===== config.mk =====
export PLATFORM = sky130hd
export DESIGN_NAME = spi_clock_divisor_search
export DESIGN_NICKNAME = d
export VERILOG_FILES = /design/src/rtl/core/scd_pkg.sv /design/src/rtl/core/scd_div.sv /design/src/rtl/core/scd_dp.sv /design/src/rtl/core/scd_ctrl.sv /design/src/rtl/core/spi_clock_divisor_search.sv
export SDC_FILE = /design/constraint.sdc
export NUM_CORES = 1
export LEC_CHECK = 0
export BUFFER_PORTS_ARGS = -buffer_cell sky130_fd_sc_hd__buf_2
export CORE_ASPECT_RATIO = 2
export CORE_MARGIN = 5
export CORE_UTILIZATION = 62
export DETAILED_ROUTE_END_ITERATION = 8
export GPL_TIMING_DRIVEN = 0
export PLACE_DENSITY = 0.88
export SETUP_SLACK_MARGIN = 0.4
export SLEW_MARGIN = 30
export SYNTH_ARGS = -nofsm -noshare
export SYNTH_HDL_FRONTEND = slang
export SYNTH_HIERARCHICAL = 1
export SYNTH_SLANG_ARGS = --single-unit

===== constraint.sdc =====
create_clock -name clock -period 5.45 [get_ports clock]
set_input_delay 1.635 -clock clock [delete_from_list [all_inputs] [get_ports clock]]
set_output_delay 1.635 -clock clock [all_outputs]
set_load 0.01 [all_outputs]

===== src/rtl/core/scd_pkg.sv =====
// shared types and constants for the serial clock divisor search block
`default_nettype none

package scd_pkg;

   localparam int unsigned WORD_W     = 32;
   localparam int unsigned BYTE_W     = 8;
   localparam int unsigned Q_W        = 9;
   localparam int unsigned DIV_W      = 16;
   localparam int unsigned STATUS_W   = 2;

   localparam logic [WORD_W-1:0] SYS_CLOCK_RESET = 32'd50000000;
   localparam logic [BYTE_W-1:0] PRESCALE_MIN    = 8'd2;
   localparam logic [BYTE_W-1:0] PRESCALE_MAX    = 8'd254;
   localparam logic [BYTE_W-1:0] PRESCALE_STEP   = 8'd2;
   localparam logic [BYTE_W-1:0] POST_MAX        = 8'd255;
   localparam logic [Q_W-1:0]    Q_MAX           = 9'd256;
   // bound for prescale 2 is 257 * 2, and it grows by 257 * 2 per step
   localparam logic [DIV_W-1:0]  LIMIT_INIT      = 16'd514;
   localparam logic [DIV_W-1:0]  LIMIT_STEP      = 16'd514;

   localparam logic [STATUS_W-1:0] ST_OK   = 2'd0;
   localparam logic [STATUS_W-1:0] ST_ZERO = 2'd1;
   localparam logic [STATUS_W-1:0] ST_SAT  = 2'd2;

   typedef enum logic [1:0] {
      SEL_TOTAL = 2'd0,
      SEL_Q     = 2'd1,
      SEL_HZ    = 2'd2
   } div_sel_type;

   typedef struct packed {
      logic        load;
      logic        zero;
      logic        div_start;
      div_sel_type div_sel;
      logic        search_init;
      logic        search_step;
      logic        sat;
      logic        mul;
   } dp_cmd_type;

   typedef struct packed {
      logic req_zero;
      logic div_done;
      logic search_hit;
      logic search_end;
   } dp_status_type;

endpackage

`default_nettype wire


===== src/rtl/core/scd_div.sv =====
// iterative restoring divider, one quotient bit per cycle
`default_nettype none

module scd_div
   import scd_pkg::*;
(
   input  wire logic              clock,
   input  wire logic              reset,
   input  wire logic              start,
   input  wire logic [WORD_W-1:0] dividend,
   input  wire logic [WORD_W-1:0] divisor,
   output      logic              done,
   output      logic [WORD_W-1:0] quotient
);

   localparam int unsigned CNT_W = $clog2(WORD_W);

   logic              busy_ff,  busy_in;
   logic              done_ff,  done_in;
   logic [CNT_W-1:0]  cnt_ff,   cnt_in;
   logic [WORD_W-1:0] rem_ff,   rem_in;
   logic [WORD_W-1:0] quo_ff,   quo_in;
   logic [WORD_W-1:0] dvs_ff,   dvs_in;
   logic [WORD_W:0]   trial;
   logic [WORD_W:0]   diff;

   assign trial = {rem_ff, quo_ff[WORD_W-1]};
   assign diff  = trial - {1'b0, dvs_ff};

   always_comb begin
      busy_in = busy_ff;
      done_in = 1'b0;
      cnt_in  = cnt_ff;
      rem_in  = rem_ff;
      quo_in  = quo_ff;
      dvs_in  = dvs_ff;
      if (start) begin
         busy_in = 1'b1;
         cnt_in  = '0;
         rem_in  = '0;
         quo_in  = dividend;
         dvs_in  = divisor;
      end else if (busy_ff) begin
         // a borrow in the top bit means the trial remainder stays
         if (!diff[WORD_W]) begin
            rem_in = diff[WORD_W-1:0];
            quo_in = {quo_ff[WORD_W-2:0], 1'b1};
         end else begin
            rem_in = trial[WORD_W-1:0];
            quo_in = {quo_ff[WORD_W-2:0], 1'b0};
         end
         cnt_in = cnt_ff + 1'b1;
         if (cnt_ff == CNT_W'(WORD_W - 1)) begin
            busy_in = 1'b0;
            done_in = 1'b1;
         end
      end
   end

   always_ff @(posedge clock) begin
      if (reset) begin
         busy_ff <= 1'b0;
         done_ff <= 1'b0;
         cnt_ff  <= '0;
      end else begin
         busy_ff <= busy_in;
         done_ff <= done_in;
         cnt_ff  <= cnt_in;
      end
      rem_ff <= rem_in;
      quo_ff <= quo_in;
      dvs_ff <= dvs_in;
   end

   assign done     = done_ff;
   assign quotient = quo_ff;

endmodule

`default_nettype wire


===== src/rtl/core/scd_dp.sv =====
// datapath: clock register, clamp, prescale search, shared divider and result registers
`default_nettype none

module scd_dp
   import scd_pkg::*;
(
   input  wire logic                clock,
   input  wire logic                reset,
   input  wire logic                csr_write_enable,
   input  wire logic [WORD_W-1:0]   csr_write_data,
   input  wire logic [WORD_W-1:0]   req_requested_hz,
   input  wire dp_cmd_type          cmd,
   output      dp_status_type       status,
   output      logic [BYTE_W-1:0]   rsp_prescale,
   output      logic [BYTE_W-1:0]   rsp_post_divider,
   output      logic [WORD_W-1:0]   rsp_actual_hz,
   output      logic [STATUS_W-1:0] rsp_status
);

   logic [WORD_W-1:0]   sys_ff;
   logic [WORD_W-1:0]   req_ff,   req_in;
   logic [WORD_W-1:0]   total_ff, total_in;
   logic [BYTE_W-1:0]   p_ff,     p_in;
   logic [DIV_W-1:0]    lim_ff,   lim_in;
   logic [Q_W-1:0]      q_ff,     q_in;
   logic [DIV_W-1:0]    div_ff,   div_in;
   logic [BYTE_W-1:0]   post_ff,  post_in;
   logic [WORD_W-1:0]   hz_ff,    hz_in;
   logic [STATUS_W-1:0] st_ff,    st_in;

   logic [WORD_W-1:0]   half;
   logic [WORD_W-1:0]   div_a;
   logic [WORD_W-1:0]   div_b;
   logic                div_done;
   logic [WORD_W-1:0]   div_q;
   logic [BYTE_W+Q_W-1:0] product;

   assign half    = sys_ff >> 1;
   assign product = p_ff * q_ff;

   always_comb begin
      div_a = sys_ff;
      div_b = req_ff;
      unique case (cmd.div_sel)
         SEL_TOTAL: begin
            div_a = sys_ff;
            div_b = req_ff;
         end
         SEL_Q: begin
            div_a = total_ff;
            div_b = {{(WORD_W-BYTE_W){1'b0}}, p_ff};
         end
         SEL_HZ: begin
            div_a = sys_ff;
            div_b = {{(WORD_W-DIV_W){1'b0}}, div_ff};
         end
         default: begin
            div_a = sys_ff;
            div_b = req_ff;
         end
      endcase
   end

   scd_div u_div (
      .clock    (clock),
      .reset    (reset),
      .start    (cmd.div_start),
      .dividend (div_a),
      .divisor  (div_b),
      .done     (div_done),
      .quotient (div_q)
   );

   always_comb begin
      req_in   = req_ff;
      total_in = total_ff;
      p_in     = p_ff;
      lim_in   = lim_ff;
      q_in     = q_ff;
      div_in   = div_ff;
      post_in  = post_ff;
      hz_in    = hz_ff;
      st_in    = st_ff;
      if (cmd.load) begin
         req_in = (req_requested_hz > half) ? half : req_requested_hz;
         st_in  = ST_OK;
      end
      if (cmd.zero) begin
         p_in    = PRESCALE_MIN;
         post_in = '0;
         hz_in   = '0;
         st_in   = ST_ZERO;
      end
      if (div_done) begin
         unique case (cmd.div_sel)
            SEL_TOTAL: total_in = div_q;
            SEL_Q:     q_in     = div_q[Q_W-1:0];
            SEL_HZ:    hz_in    = div_q;
            default:   total_in = total_ff;
         endcase
      end
      if (cmd.search_init) begin
         p_in   = PRESCALE_MIN;
         lim_in = LIMIT_INIT;
      end
      if (cmd.search_step) begin
         p_in   = p_ff + PRESCALE_STEP;
         lim_in = lim_ff + LIMIT_STEP;
      end
      if (cmd.sat) begin
         p_in  = PRESCALE_MAX;
         q_in  = Q_MAX;
         st_in = ST_SAT;
      end
      if (cmd.mul) begin
         div_in  = product[DIV_W-1:0];
         post_in = BYTE_W'(q_ff - 1'b1);
      end
   end

   always_ff @(posedge clock) begin
      if (reset) begin
         sys_ff <= SYS_CLOCK_RESET;
      end else if (csr_write_enable) begin
         sys_ff <= csr_write_data;
      end
      req_ff   <= req_in;
      total_ff <= total_in;
      p_ff     <= p_in;
      lim_ff   <= lim_in;
      q_ff     <= q_in;
      div_ff   <= div_in;
      post_ff  <= post_in;
      hz_ff    <= hz_in;
      st_ff    <= st_in;
   end

   // quotient total / p stays within 256 exactly when total < 257 * p
   assign status.req_zero   = (req_ff == '0);
   assign status.div_done   = div_done;
   assign status.search_hit = ({{(WORD_W-DIV_W){1'b0}}, lim_ff} > total_ff);
   assign status.search_end = (p_ff == PRESCALE_MAX);

   assign rsp_prescale     = p_ff;
   assign rsp_post_divider = post_ff;
   assign rsp_actual_hz    = hz_ff;
   assign rsp_status       = st_ff;

endmodule

`default_nettype wire


===== src/rtl/core/scd_ctrl.sv =====
// controller state machine that sequences the divisor search
`default_nettype none

module scd_ctrl
   import scd_pkg::*;
(
   input  wire logic          clock,
   input  wire logic          reset,
   input  wire logic          req_valid,
   output      logic          req_stall,
   output      logic          rsp_valid,
   input  wire logic          rsp_stall,
   input  wire dp_status_type status,
   output      dp_cmd_type    cmd
);

   typedef enum logic [8:0] {
      S_IDLE      = 9'b000000001,
      S_CHECK     = 9'b000000010,
      S_DIV_TOTAL = 9'b000000100,
      S_SEARCH    = 9'b000001000,
      S_DIV_Q     = 9'b000010000,
      S_MUL       = 9'b000100000,
      S_HZ_START  = 9'b001000000,
      S_DIV_HZ    = 9'b010000000,
      S_OUT       = 9'b100000000
   } state_type;

   state_type state_ff, state_in;

   always_comb begin
      state_in = state_ff;
      cmd      = '0;
      cmd.div_sel = SEL_TOTAL;
      unique case (state_ff)
         S_IDLE: begin
            if (req_valid) begin
               cmd.load = 1'b1;
               state_in = S_CHECK;
            end
         end
         S_CHECK: begin
            if (status.req_zero) begin
               cmd.zero = 1'b1;
               state_in = S_OUT;
            end else begin
               cmd.div_start = 1'b1;
               state_in      = S_DIV_TOTAL;
            end
         end
         S_DIV_TOTAL: begin
            if (status.div_done) begin
               cmd.search_init = 1'b1;
               state_in        = S_SEARCH;
            end
         end
         S_SEARCH: begin
            cmd.div_sel = SEL_Q;
            priority if (status.search_hit) begin
               cmd.div_start = 1'b1;
               state_in      = S_DIV_Q;
            end else if (status.search_end) begin
               cmd.sat  = 1'b1;
               state_in = S_MUL;
            end else begin
               cmd.search_step = 1'b1;
            end
         end
         S_DIV_Q: begin
            cmd.div_sel = SEL_Q;
            if (status.div_done) begin
               state_in = S_MUL;
            end
         end
         S_MUL: begin
            cmd.mul  = 1'b1;
            state_in = S_HZ_START;
         end
         S_HZ_START: begin
            cmd.div_sel   = SEL_HZ;
            cmd.div_start = 1'b1;
            state_in      = S_DIV_HZ;
         end
         S_DIV_HZ: begin
            cmd.div_sel = SEL_HZ;
            if (status.div_done) begin
               state_in = S_OUT;
            end
         end
         S_OUT: begin
            if (!rsp_stall) begin
               state_in = S_IDLE;
            end
         end
         default: begin
            state_in = S_IDLE;
         end
      endcase
   end

   always_ff @(posedge clock) begin
      if (reset) begin
         state_ff <= S_IDLE;
      end else begin
         state_ff <= state_in;
      end
   end

   assign req_stall = (state_ff != S_IDLE);
   assign rsp_valid = (state_ff == S_OUT);

endmodule

`default_nettype wire


===== src/rtl/core/spi_clock_divisor_search.sv =====
// top level of the serial clock divisor search block
`default_nettype none

// Turns a requested serial clock rate into an even prescale (2..254), a
// post-divider value and the resulting rate, from the system clock rate held
// in the csr register (reset value 50 MHz). One request is worked at a time:
// it is clamped to half the system clock, then a shared divider (32
// iterations a pass) forms the total divisor, a search tries one even
// prescale per cycle, and two more divider passes give the post-divider and
// the actual rate; a saturated search skips the post-divider pass. The
// result stays on the rsp_ ports until taken, and the next request is taken
// after that.
module spi_clock_divisor_search
   import scd_pkg::*;
(
   input  wire logic                clock,
   input  wire logic                reset,
   input  wire logic                csr_write_enable,
   input  wire logic [WORD_W-1:0]   csr_write_data,
   input  wire logic                req_valid,
   output      logic                req_stall,
   input  wire logic [WORD_W-1:0]   req_requested_hz,
   output      logic                rsp_valid,
   input  wire logic                rsp_stall,
   output      logic [BYTE_W-1:0]   rsp_prescale,
   output      logic [BYTE_W-1:0]   rsp_post_divider,
   output      logic [WORD_W-1:0]   rsp_actual_hz,
   output      logic [STATUS_W-1:0] rsp_status
);

   dp_cmd_type    cmd;
   dp_status_type dp_status;

   scd_ctrl u_ctrl (
      .clock     (clock),
      .reset     (reset),
      .req_valid (req_valid),
      .req_stall (req_stall),
      .rsp_valid (rsp_valid),
      .rsp_stall (rsp_stall),
      .status    (dp_status),
      .cmd       (cmd)
   );

   scd_dp u_dp (
      .clock            (clock),
      .reset            (reset),
      .csr_write_enable (csr_write_enable),
      .csr_write_data   (csr_write_data),
      .req_requested_hz (req_requested_hz),
      .cmd              (cmd),
      .status           (dp_status),
      .rsp_prescale     (rsp_prescale),
      .rsp_post_divider (rsp_post_divider),
      .rsp_actual_hz    (rsp_actual_hz),
      .rsp_status       (rsp_status)
   );

endmodule

`default_nettype wire


==> impl_results.md <==
* Final slew viol count at 0
* Syn Area/Cell at ~10 µm²
* RePlAce Congestion at between 0.9 and 1
* Synthesis Warnings at 6
* TritonCTS clock tree: yes
* Max VDD drop at 0.000343 V
* Worst-path clk slew at approximately 0.070 ns
* Fin. Hold Viols at 0
* Synth top area cells: edfxtp_1 28%, dfxtp_1 15%, ha_1 8.8%, nand2_1 4.5%, fa_1 4.0%
* Post-synthesis register bit count at about 300
* CTS buffer count at 26
* WL/cell at ~20 µm
* Post-Route WL at between 40 and 50 mm
* # port buffers at roughly 120
* DRC at 0
* Via count at 14,300
* CTS root buf: clkbuf_16
* Number of synthesized flops with an enable pin at about 170
* Fillers at 1,954
* Post-synthesis sequential area ratio at 43.1%
* Worst min path class: flip-flop to flip-flop
* Commonest non-fill, non-tap cells in the layout: 209 x nand2_1, 169 x inv_1, 166 x edfxtp_1
* Clock sinks at 296
* 1st-iter DRT viols at around 960
* FF-to-FF path depth at 14
* Prevailing post-synth register cell: edfxtp_1
* Tightest slew margin relative to the limit at just over 40%
* Largest net degree at the start of global routing at 33
* Cell count after synthesis at 1,784
* Setup TNS at 0 ns
* Outcome: completed
* Power per standard cell area at 364 nW/µm²
* Yosys top cell by area: edfxtp_1
* Syn-to-layout area delta at 11.6%
* Core area at ~28,000 µm²
* DPL Wire Length at ~36 mm
* GR Util All Layers at between 20% and 30%
* Distinct cell type count after synthesis at 86
* Asr flop ratio synth at 0%
* Clk buf depth at 3
* GR Overflow Total at 0
* Synth Cell Area at approximately 18,000 µm²
* Initial antenna violation count at 1
* H-tree Lvls at 1
* RSZ-0062 raised after global routing: false
* Setup crit start: u_dp/rsp_prescale[3]$_SDFFE_PP1N_
* Latest clock arrival within the worst-skew pair at about 0.57 ns
* Std cell rows at 87
* Crit. End Element: flip-flop
* Leak Pwr at roughly 0.0083 µW
* Top cell type's share of synthesized area at between 20% and 30%
* R2r endpoint: u_dp/div_ff[13]$_DFFE_PP_
* Max-Cap Viols at 0
* WP data required at 5.76 ns
* Starting Density at 62.7%
* Most common cell after layout, fill and taps aside: nand2_1
* Flop2flop setup slack at 0.55 ns
* Critical Path AT at approximately 5.2 ns
* Placed standard-cell area at around 19,000 µm²
* Worst setup path endpoint: u_dp/div_ff[13]$_DFFE_PP_
* First-pass DRT Iterations at 5
* IO Pins at ~120
* Tightest Pin Transition at just under 0.9 ns
* Tot Pwr at roughly 7000 µW
* Final Cycle Share at 89.9%
* Buffer count from post-CTS setup fixing at 0
* R2R Path Start: u_dp/rsp_prescale[3]$_SDFFE_PP1N_
* Die Wd at around 130 µm
* Height of the die at approximately 250 µm
* Die area at between 30,000 and 40,000 µm²
* Final antenna-violating net count at 0
* Utilization after layout at a little over two thirds
* CP startpoint kind: flip-flop
* Crit Path Class: flip-flop to flip-flop
* Clock skew at approximately 0.016 ns
* # nets final at ~2,200
* Layout cells sized above 1 at around 15%
* Vias per cell at approximately 6.2
* Vias in the first global route at between 10,000 and 15,000
* Post-layout min period at a little under 5 ns
* Global-route wire length before repair at roughly 75 mm
* Post-route cell area at 19,700 µm²
* Fmax at 204 MHz
* CP Max Fanout at 10
* Setup-failing EPs final at 0
-- kinds of logic after synthesis --
| family | Yosys count | share of synthesized area [%] |
|---|---|---|
| flops | 296 | 43.1 |
| mux | 88 | 6.10 |
| simple gates | 579 | 16.4 |
| xor+xnor | 64 | 3.27 |
| compound gates | 340 | 12.6 |
| buf+inv | 257 | 5.80 |
| other cells | 1 | 0.0213 |
| fa+ha+maj | 159 | 12.8 |
-- cells in the mapped netlist (19+ instances only) --
cell      count
a21o_1       20
a21oi_1      82
a311oi_1     23
and2_1       68
clkbuf_1     64
dfxtp_1     130
edfxtp_1    166
fa_1         35
ha_1        124
inv_1       169
mux2_2       35
mux2_4       30
mux2i_1      23
nand2_1     209
nand2b_1     39
nor2_1      114
nor2b_1      29
o211ai_1     19
o21ai_0     104
xnor2_1      40
xor2_1       22
-- flip-flops by register name, indices dropped and copies added, names as in the netlist --
register	flops
u_dp/rsp_actual_hz	32
u_dp/u_div/dvs_ff	32
u_dp/u_div/busy_ff	1
u_dp/rsp_status	2
u_dp/u_div/cnt_ff	5
u_dp/u_div/done	1
u_dp/rsp_prescale	7
u_dp/rsp_post_divider	8
u_dp/q_ff	9
u_dp/total_ff	32
u_dp/req_ff	32
u_dp/u_div/rem_ff	32
u_dp/lim_ff	15
u_dp/u_div/quotient	32
u_dp/div_ff	15
u_ctrl/state_ff	9
u_dp/sys_ff	32
-- how the worst min path moves through the flow --
| stage | start | endpoint | slack, ns | cells past startpoint |
|---|---|---|---|---|
| 3_3_place_gp | u_dp/u_div/quotient[19]$_DFFE_PP_ | u_dp/total_ff[19]$_DFFE_PP_ | 0.46 | 0 |
| 3_5_place_dp | u_dp/rsp_actual_hz[17]$_DFF_P_ | u_dp/rsp_actual_hz[17]$_DFF_P_ | 0.46 | 2 |
| 6_report | u_dp/rsp_actual_hz[27]$_DFF_P_ | u_dp/rsp_actual_hz[27]$_DFF_P_ | 0.47 | 2 |
| 5_1_grt | u_dp/u_div/quotient[9]$_DFFE_PP_ | u_dp/total_ff[9]$_DFFE_PP_ | 0.51 | 0 |
| 4_1_cts | u_dp/rsp_actual_hz[18]$_DFF_P_ | u_dp/rsp_actual_hz[18]$_DFF_P_ | 0.48 | 2 |
| 2_1_floorplan | u_dp/u_div/quotient[10]$_DFFE_PP_ | u_dp/total_ff[10]$_DFFE_PP_ | 0.45 | 0 |
-- where the power goes --
group	switching, µW	leakage (µW)	internal, µW
combinational	1410	0.00534	933
sequential	234	0.00257	2700
clock	871	0.000421	1020
total	2510	0.00833	4650
-- metal layers --
metal / GRT usage [%] / vias up / share of wire, %
met2: 53.8 / 707 / 52
met1: 29.4 / 6829 / 33
li1: - / 6507 / -
met4: 24.6 / 0 / 9.5
met3: 3.52 / 245 / 5.9
met5: 0 / - / 0
-- timing repair --
item / in CTS / in global routing
hold buffers: 0 / 0
endpoints found under the setup margin: 1 / 3
gates resized for setup: 1 / 11
-- worst max-delay path, stage by stage, from the launching register on --
cell and delay, ns:
dfxtp_1 0.39, clkbuf_1 0.45, and2_1 0.23, fa_1 0.44
fa_1 0.47, fa_1 0.54, inv_1 0.05, fa_1 0.54
inv_1 0.05, ha_1 0.40, inv_1 0.13, o21ba_2 0.23
a21oi_1 0.38, a31oi_1 0.18, xnor2_1 0.17
-- layout make-up --
cell class | count | area, µm² | share of cell area, %
Multi-Input combinational cell | 1233 | 9050 | 46.0
Sequential cell | 296 | 7590 | 38.6
Clock buffer | 31 | 689 | 3.51
Timing Repair Buffer | 122 | 681 | 3.46
Inverter | 169 | 634 | 3.23
Tap cell | 356 | 445 | 2.27
Buffer | 88 | 394 | 2.00
Clock inverter | 17 | 175 | 0.891
Antenna cell | 1 | 2.50 | 0.0127
-- metrics by stage --
step	hold WS [ns]	std cells	setup slack [ns]
final	0.474	2313	0.552
after CTS	0.482	2312	0.489
after global routing	0.505	2313	0.375
after floorplan	0.446	1786	1.10
after global placement	0.459	2260	0.500
after detailed placement	0.460	2264	0.425
Note: power is estimated with default switching activity, not from simulation.
